**src/rtl/ksdf_pkg.sv**
```systemverilog
// Package for the keyboard scan-code decoder: payload structs, codes and
// the German-layout scan-code set 1 character tables.
// No dependencies.
`default_nettype none

package ksdf_pkg;

  localparam int unsigned RingDepthDefault = 256;

  // Command codes on the input channel
  localparam logic CmdScan = 1'b0;
  localparam logic CmdRead = 1'b1;

  localparam logic [7:0] PrefixCode = 8'hE0;
  localparam logic [7:0] ReleaseBit = 8'b1000_0000;
  localparam logic [7:0] KeyMask    = 8'b0111_1111;
  localparam logic [6:0] LshiftKey  = 7'h2A;

  typedef struct packed {
    logic       cmd;
    logic [7:0] scan_code;
  } ksdf_in_t;

  typedef struct packed {
    logic [7:0] read_char;
    logic       chars_waiting;
  } ksdf_out_t;

  function automatic logic [7:0] plain_char(input logic [6:0] key);
    logic [7:0] ch;
    ch = 8'h00;
    unique case (key)
      7'h1E: ch = 8'h61;  7'h30: ch = 8'h62;  7'h2E: ch = 8'h63;
      7'h20: ch = 8'h64;  7'h12: ch = 8'h65;  7'h21: ch = 8'h66;
      7'h22: ch = 8'h67;  7'h23: ch = 8'h68;  7'h17: ch = 8'h69;
      7'h24: ch = 8'h6A;  7'h25: ch = 8'h6B;  7'h26: ch = 8'h6C;
      7'h32: ch = 8'h6D;  7'h31: ch = 8'h6E;  7'h18: ch = 8'h6F;
      7'h19: ch = 8'h70;  7'h10: ch = 8'h71;  7'h13: ch = 8'h72;
      7'h1F: ch = 8'h73;  7'h14: ch = 8'h74;  7'h16: ch = 8'h75;
      7'h2F: ch = 8'h76;  7'h11: ch = 8'h77;  7'h2D: ch = 8'h78;
      7'h2C: ch = 8'h79;  7'h15: ch = 8'h7A;
      7'h02: ch = 8'h31;  7'h03: ch = 8'h32;  7'h04: ch = 8'h33;
      7'h05: ch = 8'h34;  7'h06: ch = 8'h35;  7'h07: ch = 8'h36;
      7'h08: ch = 8'h37;  7'h09: ch = 8'h38;  7'h0A: ch = 8'h39;
      7'h0B: ch = 8'h30;
      7'h39: ch = 8'h20;  7'h0F: ch = 8'h09;  7'h1C: ch = 8'h0D;
      7'h33: ch = 8'h2C;  7'h34: ch = 8'h2E;  7'h35: ch = 8'h2D;
      7'h2B: ch = 8'h23;  7'h56: ch = 8'h3C;  7'h29: ch = 8'h5E;
      default: ch = 8'h00;
    endcase
    return ch;
  endfunction

  function automatic logic [7:0] shift_char(input logic [6:0] key);
    logic [7:0] ch;
    ch = 8'h00;
    unique case (key)
      7'h1E: ch = 8'h41;  7'h30: ch = 8'h42;  7'h2E: ch = 8'h43;
      7'h20: ch = 8'h44;  7'h12: ch = 8'h45;  7'h21: ch = 8'h46;
      7'h22: ch = 8'h47;  7'h23: ch = 8'h48;  7'h17: ch = 8'h49;
      7'h24: ch = 8'h4A;  7'h25: ch = 8'h4B;  7'h26: ch = 8'h4C;
      7'h32: ch = 8'h4D;  7'h31: ch = 8'h4E;  7'h18: ch = 8'h4F;
      7'h19: ch = 8'h50;  7'h10: ch = 8'h51;  7'h13: ch = 8'h52;
      7'h1F: ch = 8'h53;  7'h14: ch = 8'h54;  7'h16: ch = 8'h55;
      7'h2F: ch = 8'h56;  7'h11: ch = 8'h57;  7'h2D: ch = 8'h58;
      7'h2C: ch = 8'h59;  7'h15: ch = 8'h5A;
      7'h02: ch = 8'h21;  7'h03: ch = 8'h22;  7'h05: ch = 8'h24;
      7'h06: ch = 8'h25;  7'h07: ch = 8'h26;  7'h08: ch = 8'h2F;
      7'h09: ch = 8'h28;  7'h0A: ch = 8'h29;  7'h0B: ch = 8'h3D;
      7'h39: ch = 8'h20;  7'h0F: ch = 8'h09;  7'h1C: ch = 8'h0D;
      7'h33: ch = 8'h3B;  7'h34: ch = 8'h3A;  7'h35: ch = 8'h5F;
      7'h2B: ch = 8'h27;  7'h56: ch = 8'h3E;
      default: ch = 8'h00;
    endcase
    return ch;
  endfunction

endpackage

`default_nettype wire

```
**src/rtl/keyboard_scancode_decoder_fifo.sv**
```systemverilog
// Keyboard scan-code decoder with a character ring buffer.
// Depends on ksdf_pkg (payload structs, codes, character tables).
//
// Usage:
//   Input channel (in_valid_i / in_stall_o / in_data_i) carries either a
//   scan-code set 1 byte (cmd = CmdScan) or a read request (cmd = CmdRead).
//   Every input transfer produces exactly one output transfer on
//   (out_valid_o / out_stall_i / out_data_o), in order.
//   A press byte is looked up in the German-layout tables (shifted when left
//   shift is held and the shifted entry is nonzero) and pushed into the ring;
//   a full ring drops its oldest character. A left-shift release byte clears
//   the shift mark; the prefix byte 0xE0 is ignored. A read pops the oldest
//   character, or returns 0 on an empty ring.
//
// Throughput and datapath:
//   One item per cycle sustained while the output is not stalled. A result
//   passes the synchronous ring read in the read stage, then the
//   two-entry output buffer. Pointer update is done at accept time, so
//   back-to-back pushes and pops need no interlock.
// Reset: pointers, shift mark and all valid state clear; the ring RAM is not
//   cleared (only written entries are ever read). No clearing pass.
// Stall: a stalled output fills the two-entry buffer, then holds the read
//   stage, then stalls the input; nothing is lost or repeated.
`default_nettype none

module keyboard_scancode_decoder_fifo
  import ksdf_pkg::*;
#(
  parameter int unsigned RING_DEPTH = RingDepthDefault
) (
  input  wire logic      clk_i,
  input  wire logic      rst_ni,
  input  wire logic      in_valid_i,
  output logic           in_stall_o,
  input  wire ksdf_in_t  in_data_i,
  output logic           out_valid_o,
  input  wire logic      out_stall_i,
  output ksdf_out_t      out_data_o
);

  localparam int unsigned PtrW = $clog2(RING_DEPTH);

  function automatic logic [PtrW-1:0] ptr_next(input logic [PtrW-1:0] ptr);
    return (ptr == PtrW'(RING_DEPTH - 1)) ? '0 : ptr + 1'b1;
  endfunction

  // ring storage and pointers
  logic [7:0]      ring_mem [RING_DEPTH];
  logic [PtrW-1:0] head_q, head_d;
  logic [PtrW-1:0] tail_q, tail_d;
  logic            lshift_q, lshift_d;   // only pressed mark that is ever read

  // read stage (one item waiting on RAM data)
  logic       s1_valid_q, s1_valid_d;
  logic       s1_hit_q;                  // read transfer that popped a character
  logic       s1_waiting_q;
  logic [7:0] rdata_q;

  // two-entry output buffer
  ksdf_out_t  obuf_q [2];
  logic       obuf_wr_q, obuf_rd_q;
  logic [1:0] obuf_cnt_q, obuf_cnt_d;

  logic       in_acc, s1_move, out_pop;
  logic       is_read, is_prefix, is_release, is_press, ring_nonempty, pop;
  logic [6:0] key;
  logic [7:0] plain_ch, shift_ch, push_ch;
  logic [PtrW-1:0] head_inc;
  ksdf_out_t  s1_result;

  assign out_pop    = out_valid_o && !out_stall_i;
  assign s1_move    = s1_valid_q && (obuf_cnt_q != 2'd2);
  assign in_stall_o = s1_valid_q && (obuf_cnt_q == 2'd2);
  assign in_acc     = in_valid_i && !in_stall_o;

  // --- decode and pointer update at accept ---
  always_comb begin
    is_read       = (in_data_i.cmd == CmdRead);
    is_prefix     = (in_data_i.scan_code == PrefixCode);
    is_release    = !is_read && !is_prefix && ((in_data_i.scan_code & ReleaseBit) != 8'h00);
    is_press      = !is_read && !is_prefix && ((in_data_i.scan_code & ReleaseBit) == 8'h00);
    key           = in_data_i.scan_code[6:0] & KeyMask[6:0];
    ring_nonempty = (head_q != tail_q);
    pop           = is_read && ring_nonempty;

    lshift_d = lshift_q;
    if (in_acc && key == LshiftKey) begin
      if (is_press) begin
        lshift_d = 1'b1;
      end else if (is_release) begin
        lshift_d = 1'b0;
      end
    end

    plain_ch = plain_char(key);
    shift_ch = shift_char(key);
    push_ch  = (lshift_d && shift_ch != 8'h00) ? shift_ch : plain_ch;

    head_inc = ptr_next(head_q);
    head_d   = head_q;
    tail_d   = tail_q;
    if (in_acc) begin
      if (pop) begin
        tail_d = ptr_next(tail_q);
      end else if (is_press) begin
        head_d = head_inc;
        // full ring: drop oldest
        if (head_inc == tail_q) begin
          tail_d = ptr_next(tail_q);
        end
      end
    end
  end

  always_ff @(posedge clk_i or negedge rst_ni) begin
    if (!rst_ni) begin
      head_q   <= '0;
      tail_q   <= '0;
      lshift_q <= 1'b0;
    end else begin
      head_q   <= head_d;
      tail_q   <= tail_d;
      lshift_q <= lshift_d;
    end
  end

  // ring RAM: one write port at head, one registered read port at tail
  always_ff @(posedge clk_i) begin
    if (in_acc && is_press) begin
      ring_mem[head_q] <= push_ch;
    end
  end

  always_ff @(posedge clk_i) begin
    if (in_acc) begin
      rdata_q <= ring_mem[tail_q];
    end
  end

  // --- read stage ---
  assign s1_valid_d = in_acc || (s1_valid_q && !s1_move);

  always_ff @(posedge clk_i or negedge rst_ni) begin
    if (!rst_ni) begin
      s1_valid_q <= 1'b0;
    end else begin
      s1_valid_q <= s1_valid_d;
    end
  end

  always_ff @(posedge clk_i) begin
    if (in_acc) begin
      s1_hit_q     <= pop;
      s1_waiting_q <= (head_d != tail_d);
    end
  end

  always_comb begin
    s1_result.read_char     = s1_hit_q ? rdata_q : 8'h00;
    s1_result.chars_waiting = s1_waiting_q;
  end

  // --- output buffer ---
  always_comb begin
    obuf_cnt_d = obuf_cnt_q;
    if (s1_move && !out_pop) begin
      obuf_cnt_d = obuf_cnt_q + 2'd1;
    end else if (!s1_move && out_pop) begin
      obuf_cnt_d = obuf_cnt_q - 2'd1;
    end
  end

  always_ff @(posedge clk_i or negedge rst_ni) begin
    if (!rst_ni) begin
      obuf_cnt_q <= 2'd0;
      obuf_wr_q  <= 1'b0;
      obuf_rd_q  <= 1'b0;
    end else begin
      obuf_cnt_q <= obuf_cnt_d;
      if (s1_move) begin
        obuf_wr_q <= !obuf_wr_q;
      end
      if (out_pop) begin
        obuf_rd_q <= !obuf_rd_q;
      end
    end
  end

  always_ff @(posedge clk_i) begin
    if (s1_move) begin
      obuf_q[obuf_wr_q] <= s1_result;
    end
  end

  assign out_valid_o = (obuf_cnt_q != 2'd0);
  assign out_data_o  = obuf_q[obuf_rd_q];

endmodule

`default_nettype wire

```
**config.mk**
```make
export PLATFORM = sky130hd
export DESIGN_NAME = keyboard_scancode_decoder_fifo
export DESIGN_NICKNAME = d
export VERILOG_FILES = /design/src/rtl/ksdf_pkg.sv /design/src/rtl/keyboard_scancode_decoder_fifo.sv
export SDC_FILE = /design/constraint.sdc
export NUM_CORES = 2
export LEC_CHECK = 0
export BUFFER_PORTS_ARGS = -buffer_cell sky130_fd_sc_hd__buf_2
export CAP_MARGIN = 20
export CORE_MARGIN = 2
export CORE_UTILIZATION = 30
export CTS_CLUSTER_DIAMETER = 100
export DETAILED_ROUTE_END_ITERATION = 16
export MAX_ROUTING_LAYER = met4
export SYNTH_ARGS = -nofsm -noshare
export SYNTH_HDL_FRONTEND = slang
export SYNTH_MEMORY_MAX_BITS = 65536
export SYNTH_SLANG_ARGS = --single-unit
export TNS_END_PERCENT = 10
```
**constraint.sdc**
```tcl
create_clock -name clk_i -period 32.3 [get_ports clk_i]
set_input_delay 6.46 -clock clk_i [delete_from_list [all_inputs] [get_ports clk_i]]
set_output_delay 6.46 -clock clk_i [all_outputs]
set_load 0.05 [all_outputs]
```
-- Yosys cells after proc, flatten, opt, wreduce, memory -nomap -nowiden
Memory sizes are Yosys's and may differ from the RTL's. A register that Yosys moved wholly into a read port is not among the register bits.
Cells that the tools add are included.
- flip-flop bits (word level): 24
- bits in writable memories: 2066
- bits in read-only memories: 1792
- bits of input ports: 13
- output and inout bits: 11
- word-level logic and storage cells: 73
- memories kept: 4
- memories (name ; depth ; bits a word ; read ports ; clocked after memory_dff ; write ports ; RTL line ; RTL):
    ring_mem ; 256 ; 8 ; 1 ; 1 ; 1 ; keyboard_scancode_decoder_fifo.sv:48 ; logic [7:0] ring_mem [RING_DEPTH];
    (no name shown) ; 128 ; 7 ; 1 ; 0 ; 0 ; ksdf_pkg.sv:32 ; unique case (key)
    (no name shown) ; 128 ; 7 ; 1 ; 0 ; 0 ; ksdf_pkg.sv:57 ; unique case (key)
    obuf_q ; 2 ; 9 ; 1 ; 0 ; 1 ; keyboard_scancode_decoder_fifo.sv:60 ; ksdf_out_t obuf_q [2];
- add/subtract/negate cells: 4
- eq/ne operators: 9
- multiplexer cells: 20
- reductions and logical operators: 27
- operators by type and width (kind ; number):
    8-bit two-way mux ; 11
    8-bit == test (second input constant) ; 3
    8-bit by 1-bit adder with 8-bit output (second input constant) ; 2
    8-bit inequality test ; 2
    1-bit logical AND ; 14
    8-bit == test ; 1
    1-bit zero test ; 8
    8-bit zero test ; 1
    8-bit nonzero test ; 1
    7-bit by 6-bit == test with 1-bit output (second input constant) ; 1
    1-bit two-way mux ; 7
    2-bit two-way mux ; 2
    2-bit nonzero test ; 2
    2-bit by 1-bit adder with 2-bit output (second input constant) ; 1
    2-bit == test (second input constant) ; 1
    2-bit inequality test (second input constant) ; 1
    2-bit by 1-bit subtractor with 2-bit output (second input constant) ; 1
    1-bit logical OR ; 1

-- Longest topological paths before layout
- depth after elaboration: 9
- gate-level depth with buffers: 14
- mapped depth without buffers: 11

-- Least setup slack after synthesis
Ideal clock, no wire load.
- kind: input -> register
- start point: in in_data_i[0] in the netlist's numbering
- end point: mem ring_mem[0][0], data pin
- arrival: 18.710 ns
- data required time: 30.065 ns
- slack: 11.356 ns
- stages: 10
- buffers on the path: 1
- cells stage by stage: inv_1 -> ha_1 -> or3b_2 -> nand3_1 -> a21o_1 -> a221oi_1 -> or3_1 -> o31a_1 -> clkbuf_1 -> o31ai_1
- word-level cells in the longest chain between the ends: 9
- RTL lines (item ; RTL line ; RTL):
    from (decl) ; keyboard_scancode_decoder_fifo.sv:35 ; input wire ksdf_in_t in_data_i,
    parallel branches: the longest is 8 deep, another holds memory 128 x 7 bit ; -- ;
    8-bit two-way mux (*) ; keyboard_scancode_decoder_fifo.sv:97 ; push_ch = (lshift_d && shift_ch != 8'h00) ? shift_ch : plain_ch;
    named net push_ch[0] ; keyboard_scancode_decoder_fifo.sv:67 ; logic [7:0] plain_ch, shift_ch, push_ch;
    to (decl) ; keyboard_scancode_decoder_fifo.sv:48 ;
Mark *: on every way through the listed nets, which the timed path passes.

-- Final worst setup path
- start point: in in_data_i[3] in the netlist's numbering
- end point: mem ring_mem[203][6], data pin
The elaborated chain is that of the path after synthesis.

==> summary.txt <==
Synth area leader = edfxtp_1
CP Buf/Inv Count = 5
endpoints failing setup = 0
num ports = 24
DR WL/cell = 24.9 um
setup TNS = 0 ns
number of port buffers = 22
global-route wire length before repair = 243 mm
YS warnings = 0
FF+latch count, synth = 1839
Arrival @ worst endpoint = 11.73 ns
Worst Path Max Fanout = 93
simple-gate share of the synthesized area = 2.59%
largest family of logic cells by synthesized area = multiplexers
pwr dens = 81.5 nW/um^2
final slew viol count = 0
Final WS setup = 21.06 ns
Synth Area in XOR/XNOR = 0.349%
Max IR drop VDD = 0.0498 mV
total gr overflow = 0
Worst setup SP type = input port
skew final = 0.0256 ns
Post-synth EDFFs = 1817
fill cell count = 22.0k
worst reg2reg startpoint = tail_q[0]$_DFF_PN0_
CP Data Required Time = 32.79 ns
Max-Slew Margin vs Limit = 17.7%
unrepaired setup endpoints after global routing = no
Synth Net Count = 3296
cts bufs inserted = 189
clk sinks = 1839
Resize count post-CTS = 0
H-tree levels = 4
Die Ht = 496 um
die area = 246000 um^2
Worst Setup SP = in_data_i[3]
hpwl dp = 98.3 mm
Most used DFF post-synth = edfxtp_1
Syn Inst Count = 3268
drt pass-1 iters = 6
most frequent cells after synthesis = edfxtp_1, mux4_2, nor2_1
Hold WC Path Type = register to register
Max Clk Rate = 89.0 MHz
clock-pin slew on the worst setup and hold paths = 0.06 ns
most frequent cell on the critical path = buf_4
synthesized cell area = 72700 um^2
CTS tree = built
Max-cap violations = 0
Hold-fix buffers, CTS = 0
placer congestion estimate = 0.811
routed vias/inst = 4.99
layout cells sized above 1 = 28.0%
Synth Area in Adders = 0.258%
R2R setup slack = 25.24 ns
# nets final = 3361
critical-path cell list = buf_2 > inv_1 > o311ai_0 > and3_1 > o21ai_0 > or3_1 > o31a_1 > a21oi_1 > a21oi_1 > nor3_2 > buf_4 > buf_4 > buf_4
Detail Route Antenna Nets = 0
largest net degree at the start of global routing = 241
Leak = 0.0249 uW
worst reg-to-reg path cell count = 8
run status = complete, no violations
Max Buffers Root-to-Sink = 3
Final Cycle Share = 34.8%
Critical Path End Type = register
Setup crit end = ring_mem[203][6]$_DFFE_PP_
Period minus WS final = 11.24 ns
CP max stage cell = buf_4
P&R area growth vs syn = 13.5%
final hold violation count = 0
initial antenna violation count = 3
Die Wd = 496 um
synth unique cells = 60
async set-reset flop share out of synthesis = 1.20%
critical path's top delay family = buffers and inverters
Iter 0 DRT Violations = 3549
mux contribution to synthesized area = 18.7%
max incr delay on CP = 0.87 ns
synthesized area per cell = 22.3 um^2
vias in the first global route = 34.1k
Initial Utilization = 30.2%
clock latency at the later pin of the worst-skew pair = 0.81 ns
GRT Util Overall = 13.8%
top-area cell type share of the netlist area = 75.0%
std cell rows = 180
Crit path depth = 13
Vias = 33.3k
endpoint of the lowest-slack register-to-register path = rdata_q[0]$_DFFE_PP_
actual slew at the worst max-slew pin = 1.23 ns
Post-CTS Setup Bufs = 0
critical path class = input port to register
most instantiated library cell after synthesis = edfxtp_1
complex-gate fraction of the synthesized area = 1.10%
drt drc = 0
final wirelength = 166 mm
Setup WS pre-CTS = 20.33 ns
top cells by area, synth = edfxtp_1, mux4_2, nor2_1, dfrtp_1, clkbuf_1
core area = 241000 um^2
CTS root buffer = clkbuf_16
Seq/Total Area, Yosys = 75.8%
[per-stage QoR]
step	hold slack (ns)	std cells	util, %	cell area, um^2	power, uW
3_3_place_gp	0.464	6323	31.8	76600	4710
3_5_place_dp	0.465	6324	31.8	76600	4720
2_1_floorplan	0.421	3268	-	72700	4130
4_1_cts	0.479	6663	34.3	82500	6800
6_report	0.480	6668	34.3	82500	6730
5_1_grt	0.491	6666	34.3	82500	6960
[layer usage]
layer  up-vias  share of wire, %  track usage [%]
met5         -                 0                -
met4         0               2.2             3.55
met3       246               6.8             2.75
met2      1212                49             21.7
met1     17943                42             18.4
li1      13904                 -                -
[logic make-up after synthesis]
logic type	count (synthesis)
xor+xnor	29
compound gates	121
simple gates	433
buf+inv	218
fa+ha+maj	15
flops	1839
mux	612
other cells	1
[layout by cell type, fill, tap and decap left out, drive strengths merged, types with 12 or more instances in the layout]
cell and count:
edfxtp 1817, mux4 595, nor2 276, clkbuf 230, clkinv 88, buf 74, nand2 45, nand3 35
o21ai 32, a21oi 26, inv 23, dfrtp 22, xnor2 20, ha 15, and2 14, bufinv 14
nor2b 12
[registers in the layout, summed over array words and instances, names as in the netlist]
register / cells
ring_mem: 1792
tail_q: 8
s1_hit_q: 1
obuf_cnt_q: 2
head_q: 8
s1_waiting_q: 1
lshift_q: 1
obuf_q: 16
s1_valid_q: 1
obuf_wr_q: 1
rdata_q: 7
obuf_rd_q: 1
[worst min path at each step]
| stage | from | to | slack, ns | cells past startpoint |
|---|---|---|---|---|
| after CTS | s1_waiting_q$_DFFE_PP_ | obuf_q[1][0]$_DFFE_PP_ | 0.48 | 0 |
| final | s1_waiting_q$_DFFE_PP_ | obuf_q[1][0]$_DFFE_PP_ | 0.48 | 0 |
| after global placement | s1_waiting_q$_DFFE_PP_ | obuf_q[0][0]$_DFFE_PP_ | 0.46 | 0 |
| after global routing | s1_waiting_q$_DFFE_PP_ | obuf_q[1][0]$_DFFE_PP_ | 0.49 | 0 |
| after detailed placement | s1_waiting_q$_DFFE_PP_ | obuf_q[1][0]$_DFFE_PP_ | 0.47 | 0 |
| after floorplan | s1_waiting_q$_DFFE_PP_ | obuf_q[0][0]$_DFFE_PP_ | 0.42 | 0 |
[power by group]
| group | internal, uW | switching (uW) | leakage, uW |
|---|---|---|---|
| sequential | 2710 | 85.5 | 0.0169 |
| combinational | 871 | 977 | 0.00516 |
| clock | 1200 | 885 | 0.00289 |
[cell type report]
| class | count | area [um^2] | area share, % |
|---|---|---|---|
| multi-input cells | 1211 | 16900 | 20.4 |
| inverters | 18 | 68.8 | 0.0834 |
| clock inverters | 109 | 901 | 1.09 |
| well taps | 3185 | 3990 | 4.83 |
| repair buffers | 74 | 603 | 0.731 |
| diodes | 2 | 5.00 | 0.00606 |
| clock buffers | 230 | 4990 | 6.04 |
| flip-flops and latches | 1839 | 55100 | 66.8 |
Note: power is estimated with default switching activity, not from simulation.
